<file path="config.mk">
export PLATFORM = sky130hd
export DESIGN_NAME = numeric_token_recognizer_core_flat
export DESIGN_NICKNAME = d
export VERILOG_FILES = /design/src/rtl/ntr_pkg.sv /design/src/rtl/ntr_if.sv /design/src/rtl/ntr_char_class.sv /design/src/rtl/ntr_phase_tracker.sv /design/src/rtl/ntr_value_acc.sv /design/src/rtl/numeric_token_recognizer_core.sv /design/src/flat_wrapper.sv
export SDC_FILE = /design/constraint.sdc
export NUM_CORES = 1
export LEC_CHECK = 0
export ABC_AREA = 0
export BUFFER_PORTS_ARGS = -buffer_cell sky130_fd_sc_hd__buf_2
export CAP_MARGIN = 40
export CELL_PAD_IN_SITES_DETAIL_PLACEMENT = 0
export CELL_PAD_IN_SITES_GLOBAL_PLACEMENT = 1
export CORE_ASPECT_RATIO = 0.6
export CORE_MARGIN = 2
export CORE_UTILIZATION = 40
export CTS_CLUSTER_DIAMETER = 100
export DETAILED_ROUTE_END_ITERATION = 6
export PLACE_DENSITY = 0.66
export SLEW_MARGIN = 25
export SYNTH_ARGS = -nofsm -noshare
export SYNTH_HDL_FRONTEND = slang
export SYNTH_SLANG_ARGS = --single-unit
</file>
<file path="constraint.sdc">
create_clock -name clk -period 6.4 [get_ports clk]
set_input_delay 0.96 -clock clk [delete_from_list [all_inputs] [get_ports clk]]
set_output_delay 0.96 -clock clk [all_outputs]
set_load 0.005 [all_outputs]
</file>
<file path="src/rtl/ntr_pkg.sv">
// Package with the shared types and character constants of the numeric token recognizer.
`timescale 1ns / 1ps

package ntr_pkg;

	// Character codes used by the grammar.
	localparam logic [7:0] CH_PLUS  = 8'h2B;
	localparam logic [7:0] CH_MINUS = 8'h2D;
	localparam logic [7:0] CH_DOT   = 8'h2E;
	localparam logic [7:0] CH_ZERO  = 8'h30;
	localparam logic [7:0] CH_NINE  = 8'h39;
	localparam logic [7:0] CH_SPACE = 8'h20;
	localparam logic [7:0] CH_TAB   = 8'h09;
	localparam logic [7:0] CH_CR    = 8'h0D;
	localparam logic [7:0] CH_LO_E  = 8'h65;
	localparam logic [7:0] CH_UP_E  = 8'h45;
	localparam logic [7:0] CH_LO_D  = 8'h64;
	localparam logic [7:0] CH_UP_D  = 8'h44;

	// Scan phase of the token grammar.
	typedef enum logic [3:0] {
		PH_WS    = 4'd0,
		PH_SIGN  = 4'd1,
		PH_IDIG  = 4'd2,
		PH_FRAC  = 4'd3,
		PH_EXP   = 4'd4,
		PH_ESIGN = 4'd5,
		PH_EDIG  = 4'd6,
		PH_DEAD  = 4'd7
	} phase_t;

	// Classification of one character.
	typedef struct packed {
		logic       is_ws;
		logic       is_dig;
		logic       is_sign;
		logic       is_minus;
		logic       is_dot;
		logic       is_exp;
		logic [3:0] digit;
	} char_class_t;

	// Control from the phase tracker to the value accumulator.
	typedef struct packed {
		logic       add;
		logic       clear;
		logic [3:0] digit;
	} acc_ctrl_t;

endpackage

</file>
<file path="src/rtl/ntr_if.sv">
// Valid/ready channel interfaces for the character and result transactions.
`timescale 1ns / 1ps

interface ntr_char_if;
	logic       valid;
	logic       ready;
	logic [7:0] character;
	logic       last_char;

	modport source(output valid, output character, output last_char, input ready);
	modport sink(input valid, input character, input last_char, output ready);
endinterface

interface ntr_result_if;
	logic               valid;
	logic               ready;
	logic               int_valid;
	logic               float_valid;
	logic signed [31:0] int_value;
	logic               int_overflow;

	modport source(output valid, output int_valid, output float_valid, output int_value,
		output int_overflow, input ready);
	modport sink(input valid, input int_valid, input float_valid, input int_value,
		input int_overflow, output ready);
endinterface

</file>
<file path="src/rtl/ntr_char_class.sv">
// Character classifier: whitespace, digit, sign, dot and exponent letters.
`timescale 1ns / 1ps

module ntr_char_class (
	input  logic [7:0]          character,
	output ntr_pkg::char_class_t cls
);

	// Decode the byte against the character sets of the grammar.
	always_comb begin
		cls          = '0;
		cls.is_ws    = character inside {ntr_pkg::CH_SPACE, [ntr_pkg::CH_TAB:ntr_pkg::CH_CR]};
		cls.is_dig   = character inside {[ntr_pkg::CH_ZERO:ntr_pkg::CH_NINE]};
		cls.is_sign  = character inside {ntr_pkg::CH_PLUS, ntr_pkg::CH_MINUS};
		cls.is_minus = (character == ntr_pkg::CH_MINUS);
		cls.is_dot   = (character == ntr_pkg::CH_DOT);
		cls.is_exp   = character inside {ntr_pkg::CH_LO_E, ntr_pkg::CH_UP_E,
			ntr_pkg::CH_LO_D, ntr_pkg::CH_UP_D};
		cls.digit    = 4'(character - ntr_pkg::CH_ZERO);
	end

endmodule

</file>
<file path="src/rtl/ntr_phase_tracker.sv">
// Grammar phase register and its next-phase logic, with the sign flag.
`timescale 1ns / 1ps

module ntr_phase_tracker (
	input  logic                 clk,
	input  logic                 arst_n,
	input  logic                 step,
	input  logic                 last,
	input  ntr_pkg::char_class_t cls,
	output ntr_pkg::phase_t      phase_next,
	output logic                 neg_next,
	output ntr_pkg::acc_ctrl_t   acc
);

	ntr_pkg::phase_t phase_q;
	logic            neg_q;
	logic            int_part;

	// Next phase for the current character; whitespace phase falls into the sign rules.
	always_comb begin
		phase_next = ntr_pkg::PH_DEAD;
		neg_next   = neg_q;
		int_part   = 1'b0;
		case (phase_q)
			ntr_pkg::PH_WS, ntr_pkg::PH_SIGN, ntr_pkg::PH_IDIG: begin
				if (phase_q == ntr_pkg::PH_WS && cls.is_ws) begin
					phase_next = ntr_pkg::PH_WS;
				end else if (phase_q == ntr_pkg::PH_WS && cls.is_sign) begin
					phase_next = ntr_pkg::PH_SIGN;
					neg_next   = cls.is_minus;
				end else if (cls.is_dig) begin
					phase_next = ntr_pkg::PH_IDIG;
					int_part   = 1'b1;
				end else if (cls.is_dot) begin
					phase_next = ntr_pkg::PH_FRAC;
				end else if (cls.is_exp) begin
					phase_next = ntr_pkg::PH_EXP;
				end
			end
			ntr_pkg::PH_FRAC: begin
				if (cls.is_dig) begin
					phase_next = ntr_pkg::PH_FRAC;
				end else if (cls.is_exp) begin
					phase_next = ntr_pkg::PH_EXP;
				end
			end
			ntr_pkg::PH_EXP: begin
				if (cls.is_sign) begin
					phase_next = ntr_pkg::PH_ESIGN;
				end else if (cls.is_dig) begin
					phase_next = ntr_pkg::PH_EDIG;
				end
			end
			ntr_pkg::PH_ESIGN, ntr_pkg::PH_EDIG: begin
				if (cls.is_dig) begin
					phase_next = ntr_pkg::PH_EDIG;
				end
			end
			default: begin
				phase_next = ntr_pkg::PH_DEAD;
			end
		endcase
	end

	// Accumulator control: add digits of the integer part, clear after the last one.
	always_comb begin
		acc.add   = step && int_part;
		acc.clear = step && last;
		acc.digit = cls.digit;
	end

	// Phase and sign registers return to reset after the final character.
	always_ff @(posedge clk or negedge arst_n) begin
		if (!arst_n) begin
			phase_q <= ntr_pkg::PH_WS;
			neg_q   <= 1'b0;
		end else if (step) begin
			if (last) begin
				phase_q <= ntr_pkg::PH_WS;
				neg_q   <= 1'b0;
			end else begin
				phase_q <= phase_next;
				neg_q   <= neg_next;
			end
		end
	end

endmodule

</file>
<file path="src/rtl/ntr_value_acc.sv">
// Saturating decimal accumulator for the magnitude of the leading integer.
`timescale 1ns / 1ps

module ntr_value_acc #(
	parameter int VALUE_WIDTH = 32
) (
	input  logic                   clk,
	input  logic                   arst_n,
	input  ntr_pkg::acc_ctrl_t     acc,
	output logic [VALUE_WIDTH-1:0] mag_next,
	output logic                   sat_next
);

	localparam int PW = VALUE_WIDTH + 4;
	localparam logic [PW-1:0] LIM = PW'(1) << (VALUE_WIDTH - 1);

	logic [VALUE_WIDTH-1:0] mag_q;
	logic                   sat_q;
	logic [PW-1:0]          mag_ext;
	logic [PW-1:0]          prod;

	// Times ten plus the digit; exceeding the limit saturates to the limit.
	always_comb begin
		mag_ext  = PW'(mag_q);
		prod     = (mag_ext << 3) + (mag_ext << 1) + PW'(acc.digit);
		mag_next = mag_q;
		sat_next = sat_q;
		if (acc.add && !sat_q) begin
			if (prod > LIM) begin
				sat_next = 1'b1;
				mag_next = VALUE_WIDTH'(LIM);
			end else begin
				mag_next = prod[VALUE_WIDTH-1:0];
			end
		end
	end

	// Magnitude and saturation registers, cleared at the end of a token.
	always_ff @(posedge clk or negedge arst_n) begin
		if (!arst_n) begin
			mag_q <= '0;
			sat_q <= 1'b0;
		end else if (acc.clear) begin
			mag_q <= '0;
			sat_q <= 1'b0;
		end else begin
			mag_q <= mag_next;
			sat_q <= sat_next;
		end
	end

endmodule

</file>
<file path="src/rtl/numeric_token_recognizer_core.sv">
// Top level of the numeric token recognizer: input stage, scan logic and result register.
//
//   Channel   Role  Transaction
//   chars     sink  one token byte with its last_char flag
//   results   src   validity flags, saturated integer value and overflow of one token
//
// One character is taken every cycle unless stalled; the phase, sign and magnitude
// registers close their update loop combinationally. A token's result is registered
// behind the input stage. arst_n clears the token state and both valid flags. While a
// result waits on results.ready, characters that are not a token's last keep flowing;
// a last character waits in the input stage until the result register frees.
`timescale 1ns / 1ps

module numeric_token_recognizer_core #(
	parameter int VALUE_WIDTH = 32
) (
	input  logic                clk,
	input  logic                arst_n,
	ntr_char_if.sink            chars,
	ntr_result_if.source        results
);

	localparam logic [VALUE_WIDTH-1:0] MAG_MAX = {1'b0, {(VALUE_WIDTH-1){1'b1}}};

	logic                   valid_s1;
	logic [7:0]             char_s1;
	logic                   last_s1;
	logic                   out_free;
	logic                   step;
	ntr_pkg::char_class_t   cls;
	ntr_pkg::phase_t        phase_next;
	logic                   neg_next;
	ntr_pkg::acc_ctrl_t     acc;
	logic [VALUE_WIDTH-1:0] mag_next;
	logic                   sat_next;
	logic                   pos_clamp;
	logic [VALUE_WIDTH-1:0] mag_clamped;
	logic [31:0]            mag32;
	logic                   res_valid_q;
	logic                   int_valid_q;
	logic                   float_valid_q;
	logic signed [31:0]     int_value_q;
	logic                   int_overflow_q;

	// Handshake: the staged character proceeds unless it needs a busy result register.
	assign out_free    = !res_valid_q || results.ready;
	assign step        = valid_s1 && (!last_s1 || out_free);
	assign chars.ready = !valid_s1 || step;

	// Input register stage.
	always_ff @(posedge clk or negedge arst_n) begin
		if (!arst_n) begin
			valid_s1 <= 1'b0;
		end else if (chars.ready) begin
			valid_s1 <= chars.valid;
		end
	end

	always_ff @(posedge clk) begin
		if (chars.ready && chars.valid) begin
			char_s1 <= chars.character;
			last_s1 <= chars.last_char;
		end
	end

	ntr_char_class u_class (
		.character(char_s1),
		.cls      (cls)
	);

	ntr_phase_tracker u_phase (
		.clk       (clk),
		.arst_n    (arst_n),
		.step      (step),
		.last      (last_s1),
		.cls       (cls),
		.phase_next(phase_next),
		.neg_next  (neg_next),
		.acc       (acc)
	);

	ntr_value_acc #(
		.VALUE_WIDTH(VALUE_WIDTH)
	) u_acc (
		.clk     (clk),
		.arst_n  (arst_n),
		.acc     (acc),
		.mag_next(mag_next),
		.sat_next(sat_next)
	);

	// A positive value at the limit is clamped one below it; the sign is applied in 32 bits.
	assign pos_clamp   = !neg_next && mag_next[VALUE_WIDTH-1];
	assign mag_clamped = pos_clamp ? MAG_MAX : mag_next;
	assign mag32       = 32'(mag_clamped);

	// Result register, loaded when a token's last character is processed.
	always_ff @(posedge clk or negedge arst_n) begin
		if (!arst_n) begin
			res_valid_q <= 1'b0;
		end else if (step && last_s1) begin
			res_valid_q <= 1'b1;
		end else if (results.ready) begin
			res_valid_q <= 1'b0;
		end
	end

	always_ff @(posedge clk) begin
		if (step && last_s1) begin
			int_valid_q    <= phase_next inside {ntr_pkg::PH_WS, ntr_pkg::PH_SIGN,
				ntr_pkg::PH_IDIG};
			float_valid_q  <= (phase_next != ntr_pkg::PH_DEAD);
			int_value_q    <= neg_next ? 32'(32'd0 - mag32) : mag32;
			int_overflow_q <= sat_next || pos_clamp;
		end
	end

	assign results.valid        = res_valid_q;
	assign results.int_valid    = int_valid_q;
	assign results.float_valid  = float_valid_q;
	assign results.int_value    = int_value_q;
	assign results.int_overflow = int_overflow_q;

endmodule

</file>
<file path="src/flat_wrapper.sv">
// flat-port wrapper written by rule: the top's interface ports become plain ports
module numeric_token_recognizer_core_flat 
#(
	parameter int VALUE_WIDTH = 32
)
  (clk, arst_n, chars_valid, chars_character, chars_last_char, chars_ready, results_valid, results_int_valid, results_float_valid, results_int_value, results_int_overflow, results_ready);
  ntr_char_if chars_i ();
  ntr_result_if results_i ();
  input  logic clk;
  input  logic arst_n;
  input wire logic [$bits(chars_i.valid)-1:0] chars_valid;
  input wire logic [$bits(chars_i.character)-1:0] chars_character;
  input wire logic [$bits(chars_i.last_char)-1:0] chars_last_char;
  output wire logic [$bits(chars_i.ready)-1:0] chars_ready;
  output wire logic [$bits(results_i.valid)-1:0] results_valid;
  output wire logic [$bits(results_i.int_valid)-1:0] results_int_valid;
  output wire logic [$bits(results_i.float_valid)-1:0] results_float_valid;
  output wire logic [$bits(results_i.int_value)-1:0] results_int_value;
  output wire logic [$bits(results_i.int_overflow)-1:0] results_int_overflow;
  input wire logic [$bits(results_i.ready)-1:0] results_ready;
  assign chars_i.valid = chars_valid;
  assign chars_i.character = chars_character;
  assign chars_i.last_char = chars_last_char;
  assign chars_ready = chars_i.ready;
  assign results_valid = results_i.valid;
  assign results_int_valid = results_i.int_valid;
  assign results_float_valid = results_i.float_valid;
  assign results_int_value = results_i.int_value;
  assign results_int_overflow = results_i.int_overflow;
  assign results_i.ready = results_ready;
  numeric_token_recognizer_core #(.VALUE_WIDTH(VALUE_WIDTH)) u_core (.clk(clk), .arst_n(arst_n), .chars(chars_i), .results(results_i));
endmodule
</file>
==> results.md <==
- Worst R2R Path Depth: 22
- Biggest area consumer among synthesized cells: edfxtp_1
- Hold Path Stages: 2
- Netlist cell types: 96
- Post-detail-place hpwl: 21.1 mm
- Core area: 18300 sq um
- Synth Cell Area: 7580 sq um
- Ant. Diodes: 0
- H-tree Lvls: 3
- Initial Util: 41.4%
- Ys Warns: 0
- CP max FO: 6
- Clock Skews: 0.00908 ns
- Area of the multi-input gates: 5060 sq um
- Final hold vios: 0
- Status: complete, no violations
- Register area: 2300 sq um
- Max Clk Rate: 0.164 GHz
- Clk_lat worst skew: 0.36 ns
- Post-synthesis net count: 927
- Crit start category: flip-flop
- First-pass GRT wire length: 42.0 mm
- Reg-to-Reg Start: u_core.u_acc.mag_q[0]
- Slew margin rel.: 45.1%
- Nets: 959
- WL/cell: 24.1 um
- Main synth FF type: edfxtp_1
- Final Wtd Congestion: 0.889
- FP Rows: 38
- HP Class: reg -> reg
- Vias: 7375
- TritonCTS clock tree: yes
- Root Buffer: clkbuf_16
- Seq/Total Area, Yosys: 30.3%
- CTS buffer count: 9
- Total wire length: 27.1 mm
- Yosys top cell area share: 17.4%
- R2r endpoint: u_core.results.int_value[30]
- Residual DRC: 0
- Slew Viols, Final: 0
- Hold slack: 0.534 ns
- Top cells by area, synth: edfxtp_1 17%, dfrtp_1 13%, ha_1 11%, a21oi_1 3.9%, o21ai_0 3.6%
- Global Route Usage Sum: 27.1%
- Setup ws final: 0.291 ns
- CTS clk-pin slew, worst paths: 0.06 ns
- Initial antenna violation count: 0
- Layout cell share with drive strength beyond 1: 14.5%
- Post-synthesis async set-or-reset flop share: 47.0%
- Final Util: 45.7%
- Unrepaired setup endpoints after global routing: no
- Crit path arrival time: 6.21 ns
- Pre-Repair DR Iteration Count: 5
- Vias in the first global route: 6796
- Top Ports: 50
- Die Wd: 182 um
- Clock Tree Buf Depth: 2
- Via density: 6.56
- Die H: 111 um
- Period utilization: 95.5%
- Leakage: 3.75 nW
- Tmin final: 6.11 ns
- HP Start: u_core.u_phase.neg_q
- Tightest Pin Transition: 0.823 ns
- Critical path class: reg -> reg
- Number of max-cap violations: 0
- # clock sinks: 83
- FILL cells: 1759
- Syn Area/Cell: 8.94 sq um
- Most frequent cells in the layout: 69 x nand2_1, 66 x nor2_1, 64 x ha_1
- Number of port buffers: 49
- Register bit total from synthesis: 83
- Setup-failing EPs final: 0
- Setup crit end kind: flip-flop
- Setup_tns: 0 ns
- Power Density: 171 nW/um^2
- Global route total overflow: 0
- Commonest non-fill, non-tap cell in the layout: nand2_1
- Largest net degree at the start of global routing: 58
- VDD IR max: 129 uV
- Full die area: 20100 sq um
- Hold worst-path end: u_core.u_phase.neg_q
- Area delta synth->final: 10.4%
- Number of enable flip-flop cells after synthesis: 44
- Pre-CTS WS: 0.00361 ns
- Residual antenna-violating net count after detailed routing: 0
- Mapped Cells: 848
- Required time of the critical path: 6.50 ns
- R2R Setup Slk: 0.29 ns
- Iteration-0 DRC Markers: 994
## metal layers
metal	vias up	wire length, um	track usage, %
li1	3359	-	-
met5	-	0	0
met4	0	230	3.90
met2	314	10600	35.9
met3	23	2200	5.72
met1	3679	14100	44.5
## worst max-delay path by stage
stage	from	endpoint	slack [ns]	cells past startpoint
6_report	u_core.u_acc.mag_q[0]	u_core.results.int_value[30]	0.29	22
3_5_place_dp	u_core.u_acc.mag_q[0]	u_core.results.int_value[30]	0.004	22
3_3_place_gp	u_core.u_acc.mag_q[0]	u_core.results.int_value[30]	0.31	22
2_1_floorplan	u_core.u_acc.mag_q[0]	u_core.results.int_value[30]	0.68	24
5_1_grt	u_core.u_acc.mag_q[0]	u_core.results.int_value[30]	0.02	22
4_1_cts	u_core.u_acc.mag_q[0]	u_core.results.int_value[30]	0.14	22
## worst max-delay path, stage by stage (launching register included)
cell	delay, ns
dfrtp_1	0.43
inv_1	0.09
fa_1	0.60
inv_1	0.06
ha_1	0.29
and3_2	0.22
or3_1	0.38
a211oi_1	0.29
o221a_2	0.29
o2111ai_1	0.17
a2111oi_0	0.43
nand4_1	0.21
o31ai_4	0.47
and2b_4	0.24
a22oi_1	0.08
and2_1	0.20
ha_1	0.23
o21ai_0	0.12
a21o_1	0.20
a2111oi_4	0.08
and4_4	0.24
a21oi_1	0.17
mux2_1	0.34
## area by class of cell
cell class	instances	area share (%)
Inverter	19	0.882
Tap cell	240	3.59
Multi-Input combinational cell	703	60.4
Clock inverter	4	0.299
Sequential cell	83	27.4
Timing Repair Buffer	64	4.42
Clock buffer	12	2.94
## synth_stat cells, drive strengths merged, types with 10 or more instances
cell / number
a22oi: 25
buf: 14
inv: 19
clkbuf: 29
nand4: 24
a211oi: 16
a31oi: 10
a21oi: 63
dfrtp: 39
and2: 25
xor2: 11
nor2: 67
ha: 64
nand3: 16
a21o: 19
or3: 12
nor3: 18
edfxtp: 44
xnor2: 18
o31ai: 12
o21ai: 58
nand2: 69
o21a: 17
## report_power, final
part,total (mW),switching [mW],internal (mW)
registers,0.627,0.0248,0.602
logic,0.313,0.188,0.125
clock network,0.495,0.222,0.273
total,1.44,0.435,1.00
## cells by family (layout without fill, tap and decap cells)
group	Yosys count	in the layout	synth area share (%)
AO/OA/AOI/OAI	304	304	29.1
multiplexers	12	12	1.72
flip-flops	83	83	30.3
buffers and inverters	62	99	3.45
AND/OR/NAND/NOR	292	292	20.9
adder cells (fa/ha/maj)	66	66	11.1
XOR/XNOR	29	29	3.55
## through the flow
| step | power, mW | instances | instance area (sq um) |
|---|---|---|---|
| final | 1.44 | 1125 | 8370 |
| after global routing | 1.50 | 1125 | 8370 |
| after CTS | 1.43 | 1124 | 8330 |
| after detailed placement | 0.937 | 1108 | 8060 |
| after global placement | 0.934 | 1107 | 8040 |
| after floorplan | 0.833 | 848 | 7580 |
## registers in the layout, indices dropped and copies added, names as in the netlist, 3 cells and up
name and cells:
u_core.char_s1 8, u_core.results.int_value 32, u_core.u_acc.mag_q 32, u_core.u_phase.phase_q 3
## what timing repair did
action | 4_1_cts | 5_1_grt
cloned | 0 | 0
setup buffers | 0 | 1
pin swaps | 0 | 3
resized for setup | 1 | 7
setup endpoints to repair | 1 | 5
hold buffers | 0 | 0
Power figures use the tool's default switching activity.
